### config.mk
export PLATFORM = sky130hd
export DESIGN_NAME = uart_frame_receiver_with_link_watchdog_unit
export DESIGN_NICKNAME = d
export VERILOG_FILES = /design/src/rtl/ufr_wd_pkg.sv /design/src/rtl/uart_frame_receiver_with_link_watchdog_unit.sv
export VERILOG_INCLUDE_DIRS = /design/src /design/src/rtl
export SDC_FILE = /design/constraint.sdc
export NUM_CORES = 1
export LEC_CHECK = 0
export ABC_AREA = 0
export ABC_CLOCK_PERIOD_IN_PS = 5800
export BUFFER_PORTS_ARGS = -buffer_cell sky130_fd_sc_hd__buf_4
export CAP_MARGIN = 5
export CELL_PAD_IN_SITES_DETAIL_PLACEMENT = 0
export CELL_PAD_IN_SITES_GLOBAL_PLACEMENT = 2
export CORE_UTILIZATION = 33
export CTS_BUF_LIST = sky130_fd_sc_hd__clkbuf_4 sky130_fd_sc_hd__clkbuf_8 sky130_fd_sc_hd__clkbuf_16
export DETAILED_ROUTE_END_ITERATION = 12
export GPL_TIMING_DRIVEN = 0
export PLACE_DENSITY_LB_ADDON = 0.1
export SLEW_MARGIN = 30
export SYNTH_ARGS = -nofsm -noshare
export SYNTH_HDL_FRONTEND = slang
export SYNTH_SLANG_ARGS = --single-unit
### constraint.sdc
create_clock -name clock -period 5.8 [get_ports clock]
set_input_delay 0.29 -clock clock [delete_from_list [all_inputs] [get_ports clock]]
set_output_delay 0.29 -clock clock [all_outputs]
set_load 0.01 [all_outputs]
### src/rtl/assert_macros.svh
// Assertion macros used by the receiver unit RTL.
`ifndef ASSERT_MACROS_SVH
`define ASSERT_MACROS_SVH

// Check a property on every clock edge outside reset.
`define ASSERT_RST(label, clk, rst, prop, msg) \
   label: assert property (@(posedge clk) disable iff (rst) prop) else $error(msg);

// Check a property on every clock edge, reset included.
`define ASSERT_ALWAYS(label, clk, prop, msg) \
   label: assert property (@(posedge clk) prop) else $error(msg);

`endif

### src/rtl/ufr_wd_pkg.sv
// Shared types and constants for the UART frame receiver with link watchdog.
`timescale 1ns / 1ps

package ufr_wd_pkg;

   localparam int FRAME_LEN_DEFAULT = 7;

   localparam int CSR_ADDR_W = 4;
   localparam int CSR_DATA_W = 32;

   localparam logic [1:0] CSR_HEADER_FIRST  = 2'd0;
   localparam logic [1:0] CSR_HEADER_SECOND = 2'd1;
   localparam logic [1:0] CSR_TIMEOUT_MS    = 2'd2;

   localparam logic [15:0] TIMEOUT_RESET = 16'd1000;
   localparam logic [15:0] IDLE_MAX      = 16'hFFFF;

   typedef enum logic [2:0] {
      PHASE_HEAD1 = 3'b001,
      PHASE_HEAD2 = 3'b010,
      PHASE_BODY  = 3'b100
   } phase_type;

endpackage

### src/rtl/uart_frame_receiver_with_link_watchdog_unit.sv
// Top level: header hunt, frame checksum check and link watchdog.
// Each response is registered and shows in the cycle after its request is accepted.
// Throughput: one request per cycle while the response register is empty or rsp_ready is high.
// All frame and watchdog state updates on request acceptance, in the same cycle as the response register.
// Reset clears hunt state, counters, online flag and CSRs (timeout 1000 ms).
// The four frame body bytes are not cleared by reset.
`timescale 1ns / 1ps
`include "assert_macros.svh"

module uart_frame_receiver_with_link_watchdog_unit #(
   parameter int FRAME_LEN = ufr_wd_pkg::FRAME_LEN_DEFAULT
) (
   input  logic                              clock,
   input  logic                              reset,
   input  logic                              req_valid,
   output logic                              req_ready,
   input  logic                              req_type,
   input  logic [7:0]                        req_rx_byte,
   output logic                              rsp_valid,
   input  logic                              rsp_ready,
   output logic                              rsp_frame_ready,
   output logic [7:0]                        rsp_command_code,
   output logic [7:0]                        rsp_payload_first,
   output logic [7:0]                        rsp_payload_second,
   output logic [7:0]                        rsp_payload_third,
   output logic                              rsp_checksum_bad,
   output logic                              rsp_link_online,
   output logic                              rsp_went_offline,
   output logic [31:0]                       rsp_good_frame_total,
   output logic [31:0]                       rsp_bad_checksum_total,
   output logic [31:0]                       rsp_offline_total,
   input  logic                              psel,
   input  logic                              penable,
   input  logic                              pwrite,
   input  logic [ufr_wd_pkg::CSR_ADDR_W-1:0] paddr,
   input  logic [ufr_wd_pkg::CSR_DATA_W-1:0] pwdata,
   output logic [ufr_wd_pkg::CSR_DATA_W-1:0] prdata,
   output logic                              pready
);

   import ufr_wd_pkg::*;

   localparam int POS_BITS = $clog2(FRAME_LEN - 2);
   localparam int POS_W    = (POS_BITS < 3) ? 3 : POS_BITS;
   localparam logic [POS_W-1:0] LAST_POS = POS_W'(FRAME_LEN - 3);

   logic [7:0]       header_first_ff;
   logic [7:0]       header_second_ff;
   logic [15:0]      timeout_ff;

   phase_type        phase_ff, phase_in;
   logic [POS_W-1:0] pos_ff, pos_in;
   logic [7:0]       sum_ff, sum_in;
   logic [7:0]       body_ff [4];
   logic             body_we;
   logic             online_ff, online_in;
   logic [15:0]      idle_ff, idle_in, idle_inc;
   logic [31:0]      good_count_ff, good_count_in;
   logic [31:0]      bad_count_ff, bad_count_in;
   logic [31:0]      timeout_count_ff, timeout_count_in;

   logic             ready_in, bad_in, dropped_in;

   logic             rsp_valid_ff;
   logic             rsp_frame_ready_ff;
   logic [7:0]       rsp_body_ff [4];
   logic             rsp_checksum_bad_ff;
   logic             rsp_link_online_ff;
   logic             rsp_went_offline_ff;
   logic [31:0]      rsp_good_ff;
   logic [31:0]      rsp_bad_ff;
   logic [31:0]      rsp_offline_ff;

   logic             req_accept;
   logic             csr_write;
   logic [1:0]       csr_index;

   assign req_ready  = !rsp_valid_ff || rsp_ready;
   assign req_accept = req_valid && req_ready;

   assign pready    = 1'b1;
   assign csr_write = psel && penable && pwrite && pready;
   assign csr_index = paddr[3:2];

   always_comb begin
      case (csr_index)
         CSR_HEADER_FIRST:  prdata = {{(CSR_DATA_W - 8){1'b0}}, header_first_ff};
         CSR_HEADER_SECOND: prdata = {{(CSR_DATA_W - 8){1'b0}}, header_second_ff};
         CSR_TIMEOUT_MS:    prdata = {{(CSR_DATA_W - 16){1'b0}}, timeout_ff};
         default:           prdata = '0;
      endcase
   end

   always_ff @(posedge clock) begin
      if (reset) begin
         header_first_ff  <= 8'd0;
         header_second_ff <= 8'd0;
         timeout_ff       <= TIMEOUT_RESET;
      end else if (csr_write) begin
         case (csr_index)
            CSR_HEADER_FIRST:  header_first_ff  <= pwdata[7:0];
            CSR_HEADER_SECOND: header_second_ff <= pwdata[7:0];
            CSR_TIMEOUT_MS:    timeout_ff       <= pwdata[15:0];
            default: begin
            end
         endcase
      end
   end

   assign idle_inc = (idle_ff == IDLE_MAX) ? idle_ff : idle_ff + 16'd1;

   always_comb begin
      phase_in         = phase_ff;
      pos_in           = pos_ff;
      sum_in           = sum_ff;
      body_we          = 1'b0;
      online_in        = online_ff;
      idle_in          = idle_ff;
      good_count_in    = good_count_ff;
      bad_count_in     = bad_count_ff;
      timeout_count_in = timeout_count_ff;
      ready_in         = 1'b0;
      bad_in           = 1'b0;
      dropped_in       = 1'b0;
      if (req_type) begin
         idle_in = idle_inc;
         if (online_ff && (idle_inc > timeout_ff)) begin
            online_in        = 1'b0;
            timeout_count_in = timeout_count_ff + 32'd1;
            dropped_in       = 1'b1;
         end
      end else begin
         case (phase_ff)
            PHASE_HEAD1: begin
               if (req_rx_byte == header_first_ff) begin
                  sum_in   = req_rx_byte;
                  phase_in = PHASE_HEAD2;
               end
            end
            PHASE_HEAD2: begin
               if (req_rx_byte == header_second_ff) begin
                  sum_in   = sum_ff + req_rx_byte;
                  pos_in   = '0;
                  phase_in = PHASE_BODY;
               end else if (req_rx_byte == header_first_ff) begin
                  sum_in = req_rx_byte;
               end else begin
                  pos_in   = '0;
                  phase_in = PHASE_HEAD1;
               end
            end
            PHASE_BODY: begin
               if (pos_ff == LAST_POS) begin
                  if (req_rx_byte == sum_ff) begin
                     ready_in      = 1'b1;
                     online_in     = 1'b1;
                     idle_in       = 16'd0;
                     good_count_in = good_count_ff + 32'd1;
                  end else begin
                     bad_in       = 1'b1;
                     bad_count_in = bad_count_ff + 32'd1;
                  end
                  pos_in   = '0;
                  phase_in = PHASE_HEAD1;
               end else begin
                  body_we = (pos_ff < POS_W'(4));
                  sum_in  = sum_ff + req_rx_byte;
                  pos_in  = pos_ff + POS_W'(1);
               end
            end
            default: begin
               pos_in   = '0;
               phase_in = PHASE_HEAD1;
            end
         endcase
      end
   end

   always_ff @(posedge clock) begin
      if (reset) begin
         phase_ff         <= PHASE_HEAD1;
         pos_ff           <= '0;
         sum_ff           <= 8'd0;
         online_ff        <= 1'b0;
         idle_ff          <= 16'd0;
         good_count_ff    <= 32'd0;
         bad_count_ff     <= 32'd0;
         timeout_count_ff <= 32'd0;
      end else if (req_accept) begin
         phase_ff         <= phase_in;
         pos_ff           <= pos_in;
         sum_ff           <= sum_in;
         online_ff        <= online_in;
         idle_ff          <= idle_in;
         good_count_ff    <= good_count_in;
         bad_count_ff     <= bad_count_in;
         timeout_count_ff <= timeout_count_in;
      end
   end

   always_ff @(posedge clock) begin
      if (req_accept && body_we) begin
         body_ff[pos_ff[1:0]] <= req_rx_byte;
      end
   end

   always_ff @(posedge clock) begin
      if (reset) begin
         rsp_valid_ff <= 1'b0;
      end else if (req_accept) begin
         rsp_valid_ff <= 1'b1;
      end else if (rsp_ready) begin
         rsp_valid_ff <= 1'b0;
      end
   end

   always_ff @(posedge clock) begin
      if (req_accept) begin
         rsp_frame_ready_ff  <= ready_in;
         rsp_checksum_bad_ff <= bad_in;
         rsp_link_online_ff  <= online_in;
         rsp_went_offline_ff <= dropped_in;
         rsp_good_ff         <= good_count_in;
         rsp_bad_ff          <= bad_count_in;
         rsp_offline_ff      <= timeout_count_in;
         for (int i = 0; i < 4; i++) begin
            rsp_body_ff[i] <= ready_in ? body_ff[i] : 8'd0;
         end
      end
   end

   assign rsp_valid              = rsp_valid_ff;
   assign rsp_frame_ready        = rsp_frame_ready_ff;
   assign rsp_command_code       = rsp_body_ff[0];
   assign rsp_payload_first      = rsp_body_ff[1];
   assign rsp_payload_second     = rsp_body_ff[2];
   assign rsp_payload_third      = rsp_body_ff[3];
   assign rsp_checksum_bad       = rsp_checksum_bad_ff;
   assign rsp_link_online        = rsp_link_online_ff;
   assign rsp_went_offline       = rsp_went_offline_ff;
   assign rsp_good_frame_total   = rsp_good_ff;
   assign rsp_bad_checksum_total = rsp_bad_ff;
   assign rsp_offline_total      = rsp_offline_ff;

   `ASSERT_RST(a_good_frame_online, clock, reset, rsp_valid_ff && rsp_frame_ready_ff |-> rsp_link_online_ff, "good frame response without link online")
   `ASSERT_RST(a_offline_alone, clock, reset, rsp_valid_ff && rsp_went_offline_ff |-> !rsp_link_online_ff && !rsp_frame_ready_ff && !rsp_checksum_bad_ff, "offline response with online flag or frame status")
   `ASSERT_RST(a_good_count_step, clock, reset, req_accept |=> good_count_ff == $past(good_count_ff) + 32'(rsp_frame_ready_ff), "good frame count out of step with frame status")

endmodule

==> summary.txt, run 1 <==
Run status
  – Status: completed

STA
  – Final Cycle Share: 83.4%
  – Slew @ Worst Pin: 0.973 ns
  – Final Hold Fails: 0
  – RSZ-0062 raised after global routing: no
  – Fmax: 207 MHz
  – Clk_skew: 0.0216 ns
  – Max_slew headroom: 34.8%
  – Pins Over Slew Limit: 0
  – Fin crit period: 4.84 ns
  – Setup Viol. Count Final: 0

Clock tree
  – Clk buf depth: 3
  – Clk root buf: clkbuf_16
  – Clk Latency, worst-skew pair: 0.58 ns
  – # hold bufs at CTS: 24
  – Clock sink count: 324
  – Post-CTS Resized: 0
  – H-tree Lvls: 2
  – Post-CTS Setup Inserts: 0
  – Num CTS Buffers: 41
  – CTS tree: yes
  – CTS clk-pin slew, worst paths: 0.05 ns

Synthesis
  – Post-Synth XOR/XNOR Area: 9.86%
  – Cells after Synth: 1559
  – Seq/Total Area, Yosys: 51.2%
  – Post-synth EDFFs: 164
  – Synth Flop Type: edfxtp_1
  – Synth Area in Adders: 2.57%
  – Main combinational cell family by area after synthesis: simple AND/OR/NAND/NOR gates
  – Syn_area_per_cell: 10.2 um^2
  – Asr flop ratio synth: 0%
  – Mux contribution to synthesized area: 2.53%
  – Synth cell types: 76
  – Seq cells post-synth: 324
  – Complex-gate fraction of the synthesized area: 7.52%
  – Simple-gate share of the synthesized area: 22.3%
  – Yosys Warn Count: 0
  – Synth Cell Area: 15900 um^2

Layout
  – Most common cell after layout, fill and taps aside: buf_4
  – Share of cells above drive strength 1: 19.6%
  – Fill cells: 4730
  – Final core utilization: 41.7%
  – Diode count: 0
  – Area Overhead vs Synth: 25.1%
  – Fin area: 19900 um^2
  – Most frequent cells in the layout: 202 x buf_4, 164 x edfxtp_1, 160 x dfxtp_1
  – Nets: 1912

Setup path
  – R2R depth: 14
  – Worst Path Required: 6.25 ns
  – CP startpoint kind: register
  – Crit path DAT: 5.29 ns
  – Setup crit end kind: register
  – CP Class: register to register
  – Maximum fanout count along the critical path: 10

Die
  – Total core area: 47600 um^2
  – Ports: 219
  – Horiz. Die Dim: 221 um
  – Die H: 221 um
  – Initial Util: 33.3%
  – Area of the die: 49000 um^2
  – Row cnt: 80

Routing
  – Drt pass-1 iters: 5
  – Routed vias: 12.3k
  – Final ANT Viol Nets: 0
  – # DRC: 0
  – Total Wirelength: 44.9 mm
  – Drt wl/cell: 18.1 um
  – Initial detailed-routing violation count: 508
  – Via/cell ratio: 4.95

Power
  – Worst IR Drop VDD: 145 uV
  – Pleak: 7.55 nW
  – Power Dens Cells: 276 nW/um^2
  – PnR Total Power: 0.00549 W

Global routing
  – GRT Resource Usage Total: 18.3%
  – Global-route wire length before repair: 70.0 mm
  – Initial antenna violation count: 0
  – GR Overflow Total: 0
  – Vias in the first global route: 12.2k
  – Largest net degree at the start of global routing: 48

Job
  – Max_cap viols: 0

Worst hold path
  – Hold path cells: 1
  – Hold WC Path Type: primary input to register

Placed design
  – Routability congestion estimate: 0.798
  – Port buffer count: 183
  – Post-DP Area: 18200 um^2
  – DP HPWL: 32.1 mm
registers in the layout (all words and copies together) (netlist names), 8 cells and up:
register and count:
body_ff 32, sum_ff 8, idle_ff 16, rsp_offline_total 32
rsp_good_frame_total 32, timeout_ff 16, header_first_ff 8, rsp_body_ff 32
good_count_ff 32, timeout_count_ff 32, bad_count_ff 32, rsp_bad_checksum_total 32
header_second_ff 8
power by group:
part / internal [W] / switching [W] / leakage (nW)
combinational: 0.000127 / 0.000177 / 3.95
sequential: 0.00245 / 0.0000194 / 2.88
clock: 0.00169 / 0.00102 / 0.715
total: 0.00427 / 0.00122 / 7.55
cell families after synthesis:
family,count (synthesis)
compound gates,188
xor+xnor,178
fa+ha+maj,32
buf+inv,141
flops,324
mux,38
other cells,2
simple gates,656
synth_stat cells (all sizes together) (2+ instances only):
master	number	area, um^2
edfxtp	164	4920
dfxtp	160	3200
nor2	148	556
nand2	129	484
xnor2	97	850
xor2	81	717
a21oi	71	363
clkbuf	64	240
nand3	62	315
and3	50	313
nor3	47	260
nand4	44	294
buf	41	257
o21ai	40	200
inv	35	131
ha	31	388
nor4	30	268
or3	24	155
and2	22	138
mux2i	21	210
nor2b	19	119
or2	18	113
mux2	17	191
nor3b	16	125
o41ai	13	114
o311ai	12	105
and4	10	87.6
or4	10	75.1
a31oi	9	56.3
nor4b	9	97.6
o31ai	9	67.6
o211ai	7	52.6
a21o	6	45.0
a22o	6	52.6
nand2b	6	37.5
nand4b	4	35.0
a211oi	2	15.0
a31o	2	17.5
and4b	2	20.0
conb	2	7.51
or3b	2	17.5
per-layer routing:
metal  wire (um)  vias up  track usage (%)
li1            -     6101                -
met1       21100     5914             24.3
met2       21400      193             30.5
met4         822        0             4.76
met3        1630       57             3.24
met5           0        -                0
per-stage QoR:
stage                     worst slack [ns]  TNS (ns)  instances  hold WS (ns)
final                                0.961         0       2476        0.0450
after global routing                 0.486         0       2476        0.0225
after CTS                            0.859         0       2476        0.0107
after detailed placement             0.874         0       2376         0.461
after global placement               -2.32   -258.09       2372         0.456
after floorplan                      0.210         0       1574         0.389
critical path, cell delays in order (launching register included):
cell	delay [ns]
dfxtp_1	0.46
nand4_1	0.22
or3_1	0.39
clkbuf_1	0.18
o21ai_1	0.44
nor2_1	0.13
xnor2_1	0.17
ha_1	0.32
nand4_1	0.15
nor4_1	0.80
nor2_1	0.43
nand2_1	0.29
clkbuf_1	0.37
nor3b_1	0.11
mux2_2	0.28
worst paths after layout:
kind / slack, ns / start / end
max reg2reg: 0.96 / idle_ff[4] / timeout_count_ff[3]
min: 0.04 / req_rx_byte[1] / body_ff[0][1]
min reg2reg: 0.47 / timeout_ff[12] / timeout_ff[12]
max: 0.96 / idle_ff[4] / timeout_count_ff[3]
cell type report:
type | count | area [um^2] | area share (%)
Buffer | 105 | 502 | 2.52
Clock buffer | 55 | 1160 | 5.85
Clock inverter | 21 | 285 | 1.44
Inverter | 36 | 135 | 0.680
Multi-Input combinational cell | 1109 | 7190 | 36.2
Sequential cell | 324 | 8130 | 40.9
Tap cell | 615 | 769 | 3.87
Timing Repair Buffer | 211 | 1700 | 8.56
No activity file was read; power rests on OpenSTA's default activity.
==> inputs of run 2 (changes only) <==
ABC_CLOCK_PERIOD_IN_PS = 4150   (was 5800)
clock period = 4.15 ns   (was 5.8 ns; I/O delays follow)
==> run 2 against run 1 <==
Effect of this change: sequential cell count unchanged; core utilization down 0.081 points; sequential power up 40%; non-clock buffer count down 2; first-iteration DRC count up 6.9%; cell count down 0.32%; via count down 0.46%; die area unchanged; clock power up 26%; wire length down 0.88%; combinational power up 38%; critical path type unchanged; largest cell class unchanged.
==> summary.txt, run 2 (synthesis results as in run 1) <==
Routing
  – Final ANT Viol Nets: 0
  – # DRC: 0
  – Routed vias: 12.2k
  – Via/cell ratio: 4.95
  – Total Wirelength: 44.5 mm
  – Drt pass-1 iters: 5
  – Drt wl/cell: 18.0 um
  – Initial detailed-routing violation count: 543

Job
  – Max_cap viols: 0

Setup path
  – CP Class: register to register
  – CP startpoint kind: register
  – Maximum fanout count along the critical path: 10
  – Setup crit end kind: register
  – Worst Path Required: 4.50 ns
  – Crit path DAT: 4.26 ns

Die
  – Total core area: 47600 um^2
  – Horiz. Die Dim: 221 um
  – Initial Util: 33.3%
  – Row cnt: 80
  – Ports: 219
  – Die H: 221 um
  – Area of the die: 49000 um^2

Placed design
  – DP HPWL: 31.6 mm
  – Routability congestion estimate: 0.795
  – Port buffer count: 183
  – Setup WS pre-CTS: -0.734 ns
  – Placed Instances: 2374
  – Post-DP Area: 18100 um^2

STA
  – Fin crit period: 3.91 ns
  – Final Hold Fails: 0
  – Slew @ Worst Pin: 0.970 ns
  – Final Cycle Share: 94.2%
  – Fmax: 256 MHz
  – RSZ-0062 raised after global routing: yes
  – Setup Viol. Count Final: 0
  – Max_slew headroom: 35.0%
  – Clk_skew: 0.0138 ns
  – Setup_tns: 0 ns
  – Pins Over Slew Limit: 0
  – Final worst slack: 0.240 ns

Clock tree
  – Num CTS Buffers: 38
  – CTS clk-pin slew, worst paths: 0.06 ns
  – CTS tree: yes
  – Clk Latency, worst-skew pair: 0.56 ns
  – Clk buf depth: 3
  – H-tree Lvls: 2
  – Clk root buf: clkbuf_16
  – Clock sink count: 324

Power
  – Worst IR Drop VDD: 204 uV
  – Clock power share: 46.8%
  – Switching Share: 23.0%
  – Pleak: 7.51 nW
  – PnR Total Power: 0.00728 W
  – Pint: 0.00560 W
  – Seq pwr share: 47.5%
  – P_sw: 0.00167 W
  – Power Dens Cells: 367 nW/um^2
  – Comb pwr share: 5.8%

Layout
  – Diode count: 0
  – Fin area: 19800 um^2
  – Layout Cells excl Fill: 2468
  – Most common cell after layout, fill and taps aside: buf_4
  – Area Overhead vs Synth: 24.9%
  – Nets: 1907
  – Share of cells above drive strength 1: 21.0%
  – Most frequent cells in the layout: 208 x buf_4, 164 x edfxtp_1, 155 x dfxtp_1

Global routing
  – Initial antenna violation count: 0
  – GR Overflow Total: 0
  – Largest net degree at the start of global routing: 87
  – Global-route wire length before repair: 69.6 mm
  – Vias in the first global route: 12.1k
  – GRT Resource Usage Total: 18.1%

Run status
  – Status: completed

Worst hold path
  – Hold WC Path Type: primary input to register
[run 2: changes by cell type in the layout (fill, tap and decap cells not counted), sizes merged]
cell / previous run / this run
clkbuf: 119 / 105
buf: 228 / 229
bufinv: 6 / 4
inv: 38 / 37
dlygate4sd3: 24 / 25
clkinv: 10 / 17
[run 2: through the flow]
step | utilization, % | hold WS [ns]
floorplan | - | 0.306
global placement | 38.0 | 0.430
detailed placement | 38.1 | 0.434
CTS | 41.4 | 0.00728
global route | 41.6 | 0.0367
finish | 41.6 | 0.0336
[run 2: what timing repair did]
item	4_1_cts	5_1_grt
setup buffers	0	3
hold buffers	25	0
gates resized for setup	18	33
pin swaps	3	5
endpoints found under the setup margin	66	58
hold endpoints to repair	65	0
[run 2: power by group through the flow]
stage	combinational (W)	clock (W)	sequential, W
final	0.000420	0.00341	0.00345
after global placement	0.000399	0	0.00353
after detailed placement	0.000407	0	0.00353
after floorplan	0.000148	0	0.00356
after CTS	0.000427	0.00352	0.00346
after global routing	0.000455	0.00364	0.00346
[run 2: worst paths after layout]
kind	slack, ns	to	depth (start not counted)	startpoint
setup reg to reg	0.24	rsp_offline_total[12]	14	idle_ff[0]
hold / removal	0.03	idle_ff[12]	3	req_type
setup / recovery	0.24	rsp_offline_total[12]	14	idle_ff[0]
hold reg to reg	0.47	timeout_ff[13]	2	timeout_ff[13]
[run 2: critical path, cell delays in order (launching register included)]
cell      delay [ns]
dfxtp_2         0.37
ha_2            0.20
nand2_1         0.11
or3_4           0.41
nor2_4          0.14
mux2_2          0.37
ha_1            0.29
nor2b_1         0.13
o211ai_1        0.10
a2111o_1        0.37
o2111a_1        0.17
buf_4           0.19
clkbuf_4        0.25
nor4b_4         0.32
xor2_1          0.29
[run 2: final cells by class]
| cell class | instances | area [um^2] |
|---|---|---|
| Tap cell | 615 | 769 |
| Fill cell | 4722 | 27800 |
| Buffer | 101 | 513 |
| Inverter | 36 | 135 |
| Clock inverter | 25 | 251 |
| Timing Repair Buffer | 213 | 1680 |
| Sequential cell | 324 | 8130 |
| Multi-Input combinational cell | 1109 | 7340 |
| Clock buffer | 45 | 1010 |
[run 2: metal layers]
metal / track usage [%] / wire length [um] / part of all wire [%] / vias to the layer above
met3: 3.01 / 1380 / 3.1 / 55
met5: 0 / 0 / 0 / -
met1: 24.2 / 21200 / 48 / 5872
li1: - / - / - / 6098
met2: 30.2 / 21200 / 48 / 183
met4: 4.71 / 765 / 1.7 / 0
==> inputs of run 3 (changes only) <==
BUFFER_PORTS_ARGS = not set   (was -buffer_cell sky130_fd_sc_hd__buf_4)
CORE_UTILIZATION = 37   (was 33)
DONT_BUFFER_PORTS = 1   (was not set)
HOLD_SLACK_MARGIN = 0.06   (was not set)
==> run 3 against run 2 <==
Effect of this change: combinational power shrank 38%; sequential power up 1%; worst hold slack improved by 0.069 ns; wire length is 0.75% lower; register-to-register slack worse by 0.09 ns; critical path type unchanged; largest cell class unchanged; highest routed layer unchanged.
==> summary.txt, run 3 (synthesis results as in run 1) <==
Run status
  – Status: completed

Die
  – Total core area: 42100 um^2
  – Die H: 209 um
  – Initial Util: 37.7%
  – Area of the die: 43800 um^2
  – Horiz. Die Dim: 209 um
  – Ports: 219
  – Row cnt: 75

STA
  – Fin crit period: 4.00 ns
  – Setup_tns: 0 ns
  – Pins Over Slew Limit: 0
  – Final Hold Fails: 0
  – Final Cycle Share: 96.5%
  – Slew @ Worst Pin: 0.963 ns
  – Clk_skew: 0.0260 ns
  – Max_slew headroom: 35.5%
  – RSZ-0062 raised after global routing: yes
  – Fmax: 250 MHz
  – Setup Viol. Count Final: 0

Global routing
  – Vias in the first global route: 11.6k
  – Grt met1 use: 27.0%
  – Met3 Track Usage GR: 3.89%
  – Global-route wire length before repair: 68.6 mm
  – Most Crowded Layer GR: met2
  – GRT Resource Usage Total: 20.3%
  – GR Layer Usage met2: 32.7%
  – GR Overflow Total: 0
  – Initial antenna violation count: 1
  – Largest net degree at the start of global routing: 88

Setup path
  – Crit path DAT: 4.28 ns
  – Critical Path Start: idle_ff[3]
  – FF-to-FF setup slack: 0.15 ns
  – Worst r2r dst: rsp_offline_total[25]
  – Worst Path Required: 4.43 ns
  – CP Class: register to register
  – R2r startpoint: idle_ff[3]
  – Maximum fanout count along the critical path: 10
  – Setup crit end kind: register
  – R2R depth: 14
  – CP Capture Point: rsp_offline_total[25]
  – CP startpoint kind: register

Power
  – Pleak: 6.61 nW
  – Switching Share: 23.5%
  – Clock power share: 47.3%
  – Pint: 0.00546 W
  – Power Dens Cells: 387 nW/um^2
  – Seq pwr share: 49.1%
  – PnR Total Power: 0.00713 W
  – Comb pwr share: 3.7%
  – P_sw: 0.00167 W
  – Worst IR Drop VDD: 228 uV

Clock tree
  – H-tree Lvls: 2
  – Clock sink count: 324
  – CTS clk-pin slew, worst paths: 0.07 ns
  – Clk root buf: clkbuf_16
  – Num CTS Buffers: 38
  – Clk buf depth: 3
  – CTS tree: yes
  – Clk Latency, worst-skew pair: 0.57 ns

Placed design
  – Routability congestion estimate: 0.801
  – Post-DP Area: 16700 um^2
  – DP HPWL: 30.3 mm
  – Port buffer count: 0
  – Placed Instances: 2115

Layout
  – Layout Cells excl Fill: 2221
  – Nets: 1735
  – Share of cells above drive strength 1: 12.2%
  – Fin area: 18400 um^2
  – Final core utilization: 43.7%
  – Most frequent cells in the layout: 164 x edfxtp_1, 157 x dfxtp_1, 145 x nor2_1
  – Most common cell after layout, fill and taps aside: edfxtp_1
  – Area Overhead vs Synth: 16.0%

Routing
  – Drt wl/cell: 19.9 um
  – # DRC: 0
  – Total Wirelength: 44.2 mm
  – Final ANT Viol Nets: 0
  – Initial detailed-routing violation count: 633
  – Via/cell ratio: 5.30
  – Drt pass-1 iters: 6
  – Routed vias: 11.8k

Job
  – Max_cap viols: 0

Worst hold path
  – Hold WC Path Type: primary input to register
==> run 3: per-stage QoR <==
step                hold slack, ns  setup slack [ns]
floorplan                    0.306             0.442
detailed placement           0.307            -0.813
global route                 0.115           -0.0532
finish                       0.103             0.147
CTS                         0.0625           0.00474
global placement             0.307            -0.984
==> run 3: worst min path at each step <==
stage                         startpoint             to  slack (ns)  cells after the start
after detailed placement  req_rx_byte[7]  body_ff[2][7]        0.31                      0
final                     req_rx_byte[6]    phase_ff[1]        0.10                      5
after floorplan           req_rx_byte[0]  body_ff[0][0]        0.31                      0
after global placement    req_rx_byte[7]  body_ff[2][7]        0.31                      0
after global routing      req_rx_byte[6]    phase_ff[1]        0.12                      5
after CTS                 req_rx_byte[6]    phase_ff[1]        0.06                      5
==> run 3: cell type report <==
class | count | area [um^2]
Antenna cell | 1 | 2.50
Buffer | 102 | 517
Clock buffer | 45 | 1040
Clock inverter | 25 | 228
Fill cell | 4087 | 23700
Inverter | 36 | 135
Multi-Input combinational cell | 1109 | 7290
Sequential cell | 324 | 8130
Tap cell | 539 | 674
Timing Repair Buffer | 40 | 405
==> run 3: power groups by stage <==
stage | Sequential (W) | Clock, W | Combinational, W
2_1_floorplan | 0.00356 | 0 | 0.000148
3_3_place_gp | 0.00358 | 0 | 0.000216
3_5_place_dp | 0.00357 | 0 | 0.000224
4_1_cts | 0.00350 | 0.00347 | 0.000261
5_1_grt | 0.00350 | 0.00358 | 0.000286
6_report | 0.00350 | 0.00337 | 0.000260
==> run 3: worst max-delay path, stage by stage, from the launching register on <==
cell      delay (ns)
dfxtp_1         0.31
clkbuf_4        0.17
nand4_1         0.17
or3_4           0.50
nor2_4          0.14
mux2_2          0.37
ha_1            0.29
nor2b_1         0.13
o211ai_1        0.09
a2111o_1        0.37
o2111a_1        0.18
buf_4           0.19
buf_2           0.23
nor4_1          0.47
xor2_1          0.12
==> run 3: layer usage <==
metal  share of wire (%)  up-vias
li1                    -     5743
met1                  46     5669
met2                  47      283
met3                 4.8       70
met4                 2.8        0
met5                   0        -
==> run 3: repair_timing <==
item / 4_1_cts / 5_1_grt
hold buffers: 30 / 0
buffers inserted: 1 / 7
resized for setup: 16 / 28
endpoints found under the hold margin: 83 / 0
pin swaps: 2 / 7
setup endpoints to repair: 66 / 65
